[config.mk]
export PLATFORM = sky130hd
export DESIGN_NAME = usp_score
export DESIGN_NICKNAME = d
export VERILOG_FILES = /design/src/sv/usp_pkg.sv /design/src/sv/usp_score.sv
export SDC_FILE = /design/constraint.sdc
export NUM_CORES = 2
export LEC_CHECK = 0
export ABC_AREA = 0
export BUFFER_PORTS_ARGS = -buffer_cell sky130_fd_sc_hd__buf_4
export CORE_ASPECT_RATIO = 0.5
export CORE_MARGIN = 5
export CORE_UTILIZATION = 70
export CTS_CLUSTER_DIAMETER = 40
export DETAILED_ROUTE_END_ITERATION = 16
export PLACE_DENSITY = 0.89
export SYNTH_ARGS = -nofsm -noshare
export SYNTH_HDL_FRONTEND = slang
export SYNTH_SLANG_ARGS = --single-unit
[constraint.sdc]
create_clock -name clk -period 10.5 [get_ports clk]
set_input_delay 0.525 -clock clk [delete_from_list [all_inputs] [get_ports clk]]
set_output_delay 0.525 -clock clk [all_outputs]
set_load 0.01 [all_outputs]
[src/sv/usp_pkg.sv]
// ----------------------------------------------------------------------------
// usp_pkg
// Shared constants, codes and record types of the uphill peak score block.
// ----------------------------------------------------------------------------
package usp_pkg;

  localparam int MAX_VERTICES = 1024;
  localparam int MAX_EDGES    = 4096;
  localparam int VA_W         = $clog2(MAX_VERTICES);
  localparam int EA_W         = $clog2(MAX_EDGES);
  localparam int VN_W         = 11;
  localparam int H_W          = 20;
  localparam int COST_W       = 20;
  localparam int DIST_W       = 40;
  localparam int CFG_W        = 16;
  localparam int SCORE_W      = 64;

  // input item kinds
  localparam logic [1:0] KIND_HEIGHT = 2'd0;
  localparam logic [1:0] KIND_EDGE   = 2'd1;
  localparam logic [1:0] KIND_RUN    = 2'd2;
  localparam logic [1:0] KIND_UNUSED = 2'd3;

  // configuration register indexes
  localparam logic [1:0] REG_VCOUNT  = 2'd0;
  localparam logic [1:0] REG_DWEIGHT = 2'd1;
  localparam logic [1:0] REG_HGAIN   = 2'd2;
  localparam logic [1:0] REG_NONE    = 2'd3;

  // per-vertex search record
  typedef struct packed {
    logic              settled;
    logic              reached;
    logic [DIST_W-1:0] plen;
  } dist_ent_t;

  // stored edge
  typedef struct packed {
    logic [VN_W-1:0]   end_a;
    logic [VN_W-1:0]   end_b;
    logic [COST_W-1:0] cost;
  } edge_ent_t;

endpackage

[src/sv/usp_score.sv]
// ----------------------------------------------------------------------------
// usp_score
// Two-stage score pipeline: height reward minus distance penalty.
// ----------------------------------------------------------------------------
module usp_score
  import usp_pkg::*;
(
  input  logic                      clk,
  input  logic                      rst_n,
  input  logic                      vld_i,
  input  logic [H_W-1:0]            height_i,
  input  logic [DIST_W:0]           dsum_i,
  input  logic [CFG_W-1:0]          gain_i,
  input  logic [CFG_W-1:0]          weight_i,
  output logic                      vld_o,
  output logic signed [SCORE_W-1:0] score_o
);

  localparam int PG_W = H_W + CFG_W;
  localparam int PD_W = DIST_W + 1 + CFG_W;

  logic                      vld1_r;
  logic [PG_W-1:0]           pgain_r;
  logic [PD_W-1:0]           pdist_r;
  logic                      vld2_r;
  logic signed [SCORE_W-1:0] score_r;

  // valid pipeline
  always_ff @(posedge clk) begin
    if (!rst_n) begin
      vld1_r <= 1'b0;
      vld2_r <= 1'b0;
    end else begin
      vld1_r <= vld_i;
      vld2_r <= vld1_r;
    end
  end

  // products, then difference
  always_ff @(posedge clk) begin
    pgain_r <= PG_W'(height_i) * PG_W'(gain_i);
    pdist_r <= PD_W'(dsum_i) * PD_W'(weight_i);
    score_r <= $signed(SCORE_W'(pgain_r)) - $signed(SCORE_W'(pdist_r));
  end

  assign vld_o   = vld2_r;
  assign score_o = score_r;

endmodule

==> key figures <==
Timing
  – Min Clock Period, post-route: around 7 ns
  – Slew headroom: 9.70%
  – Fmax: 146 MHz
  – # setup viols final: 0
  – Fin Setup TNS: 0 ns
  – Final worst path period share: roughly 65%
  – Slew @ Worst Pin: 1.35 ns
  – Pins Over Slew Limit: 0
  – Final hold vios: 0
  – RSZ-0062 raised after global routing: no
  – Clock Skews: about 0.015 ns

Critical path
  – Crit path DAT: roughly 7.3 ns
  – Worst setup SP type: input pin
  – CP Class: in2reg
  – Slowest-stage cell, CP: fa_1
  – Worst-path cell chain: buf_4 -> nand2_1 -> fa_1 -> inv_1 -> fa_1 -> inv_1 -> fa_1 -> inv_1 -> fa_1 -> fa_1 -> inv_1 -> fa_1 -> inv_1 -> ha_1 -> a21oi_1 -> o21ai_0 -> a21oi_1 -> o221ai_1 -> a21oi_2 -> a21oi_1 -> or3b_1 -> a31oi_1 -> xnor2_1
  – Worst Setup End Kind: flip-flop
  – Worst Path Required: 10.89 ns
  – Crit Path Max Fanout: between 40 and 50
  – Slowest stage delay, CP: roughly 0.57 ns
  – Crit path buffers/inverters: 6
  – Crit-path leading delay family: adder cells
  – Most common cell on crit path: fa_1

Drt
  – Wirelength per Cell: 19.1 um
  – Post-DRT Antenna Nets: 0
  – Routed vias: ~28000
  – Final wirelength: ~93 mm
  – First-pass DRT Iterations: 6
  – Via density per instance: just under 6
  – DRC: 0
  – Iteration-0 DRC Markers: around 2200

Logic synthesis
  – Post-synth ARST share: 0%
  – Synthesis Warnings: 0
  – Cells after Synth: approximately 4200
  – Seq/Total Area, Yosys: under 10%
  – Avg Inst Size Synth: around 8.7 um2
  – Net count after synthesis: 5346
  – Post-synthesis cell area: between 30000 and 40000 um2
  – Synth Register Bits: about 150
  – Area leader, netlist: fa_1
  – Top cells by area, synth: fa_1 (44%), inv_1 (9.9%), ha_1 (9.4%)
  – Number of flops mapped to enable cells by yosys: 0
  – Top_reg_cell synth: dfxtp_1
  – Top cell type's share of synthesized area: between 40 and 50%
  – Post-synth cell types: 73

Clocking
  – Inserted Clock Buffers: 17
  – CTS resizes: 0
  – CTS Hold Bufs: 0
  – Clk root buf: clkbuf_16
  – CTS H-tree lvls: 4
  – Latest clock arrival within the worst-skew pair: between 0.4 and 0.5 ns
  – Max Buffers Root-to-Sink: 2
  – TritonCTS clock tree: built
  – Worst-path clk slew: 0.08 ns
  – Postcts setup bufs: 0
  – Sink Count: approximately 150

Layout
  – Ant. Diodes: 0
  – # fillers: between 3000 and 4000
  – Final Cell Area: a little under 40000 um2
  – Layout cell share with drive strength beyond 1: between 5 and 6%
  – Nets: 5324
  – Synth-to-layout area growth: 5.24%
  – Commonest non-fill, non-tap cell in the layout: inv_1
  – Most frequent cells in the layout: inv_1 (960), fa_1 (795), nand2_1 (730)

Global route
  – Total grt overflow: 0
  – Largest net degree at the start of global routing: 42
  – Tot GR Track Use: between 30 and 40%
  – Global-route wire length before repair: 154 mm
  – Vias in the first global route: between 30000 and 40000
  – Initial antenna violation count: 2

Die
  – Site row count: just under 60
  – Die H: ~170 um
  – Core ar.: about 52000 um2
  – Die area: around 57000 um2
  – Starting density of the core: a little over two thirds
  – Die Wd: between 300 and 400 um
  – Num ports: ~160

Hold path
  – Hold WC Path Type: in2reg

Outcome
  – Status: finished clean

Place
  – Placed cell areas: 37800 um2
  – GPL Wtd Cong: 0.964
  – Post-detail-place hpwl: 73.0 mm
  – # port buffers: between 150 and 200

Flow run
  – Max-cap violations: 0
-- cell type report --
class / count / area, um2 / share of cell area, %
multi-input cells: 2867 / 29000 / 75.6
inverters: 960 / 3600 / 9.38
flip-flops and latches: 153 / 3060 / 7.98
repair buffers: 161 / 1210 / 3.15
well taps: 701 / 877 / 2.28
clock buffers: 17 / 425 / 1.11
clock inverters: 15 / 189 / 0.492
-- per-stage QoR --
stage	std cells	worst slack (ns)	hold slack (ns)	util [%]
final	4874	3.63	0.275	74.2
after global placement	4842	3.50	0.414	73.0
after floorplan	4182	4.34	0.412	-
after detailed placement	4842	3.39	0.426	73.0
after CTS	4874	3.85	0.266	74.2
after global routing	4874	3.51	0.273	74.2
-- state kept, by name, summed over array words and instances (netlist names) --
signal   flops
vld_o        1
pgain_r     36
pdist_r     57
score_o     58
vld1_r       1
-- cell usage after synthesis (17+ instances only) --
| library cell | number |
|---|---|
| inv_1 | 960 |
| fa_1 | 795 |
| nand2_1 | 730 |
| and2_1 | 333 |
| ha_1 | 273 |
| clkbuf_1 | 189 |
| dfxtp_1 | 153 |
| a21oi_1 | 129 |
| xnor2_1 | 89 |
| a21o_1 | 70 |
| nor2_1 | 66 |
| o21ai_0 | 60 |
| xor2_1 | 53 |
| nand3_1 | 33 |
| nand4_1 | 30 |
| o21bai_1 | 23 |
| a31oi_1 | 18 |
| nor3_1 | 17 |
-- path summary, 6_finish.rpt --
kind	start	endpoint	slack, ns	cells after the start
worst min-delay path	rst_n	vld_o	0.28	2
worst max register to register	pgain_r[0]	score_o[46]	6.52	12
worst max-delay path	weight_i[1]	pdist_r[45]	3.63	23
worst min register to register	vld1_r	vld_o	0.44	1
-- per-layer routing --
layer / share of wire, % / GRT usage [%]
met1: 37 / 40.8
met5: 0.030 / 0
met2: 49 / 58.4
met3: 9.7 / 8.42
met4: 4.5 / 14.1
-- cells by family (layout without fill, tap and decap cells) --
group           Yosys count  count (layout)  share of synthesized area, %
fa+ha+maj              1068            1068                          53.0
xor+xnor                142             142                          3.41
simple gates           1273            1273                          16.3
compound gates          383             383                          6.84
flops                   153             153                          8.39
mux                       1               1                        0.0309
buf+inv                1162            1153                          12.0
Power is not shown: default switching activity piles up to over one toggle a cycle in this logic, so the estimate is an artifact.
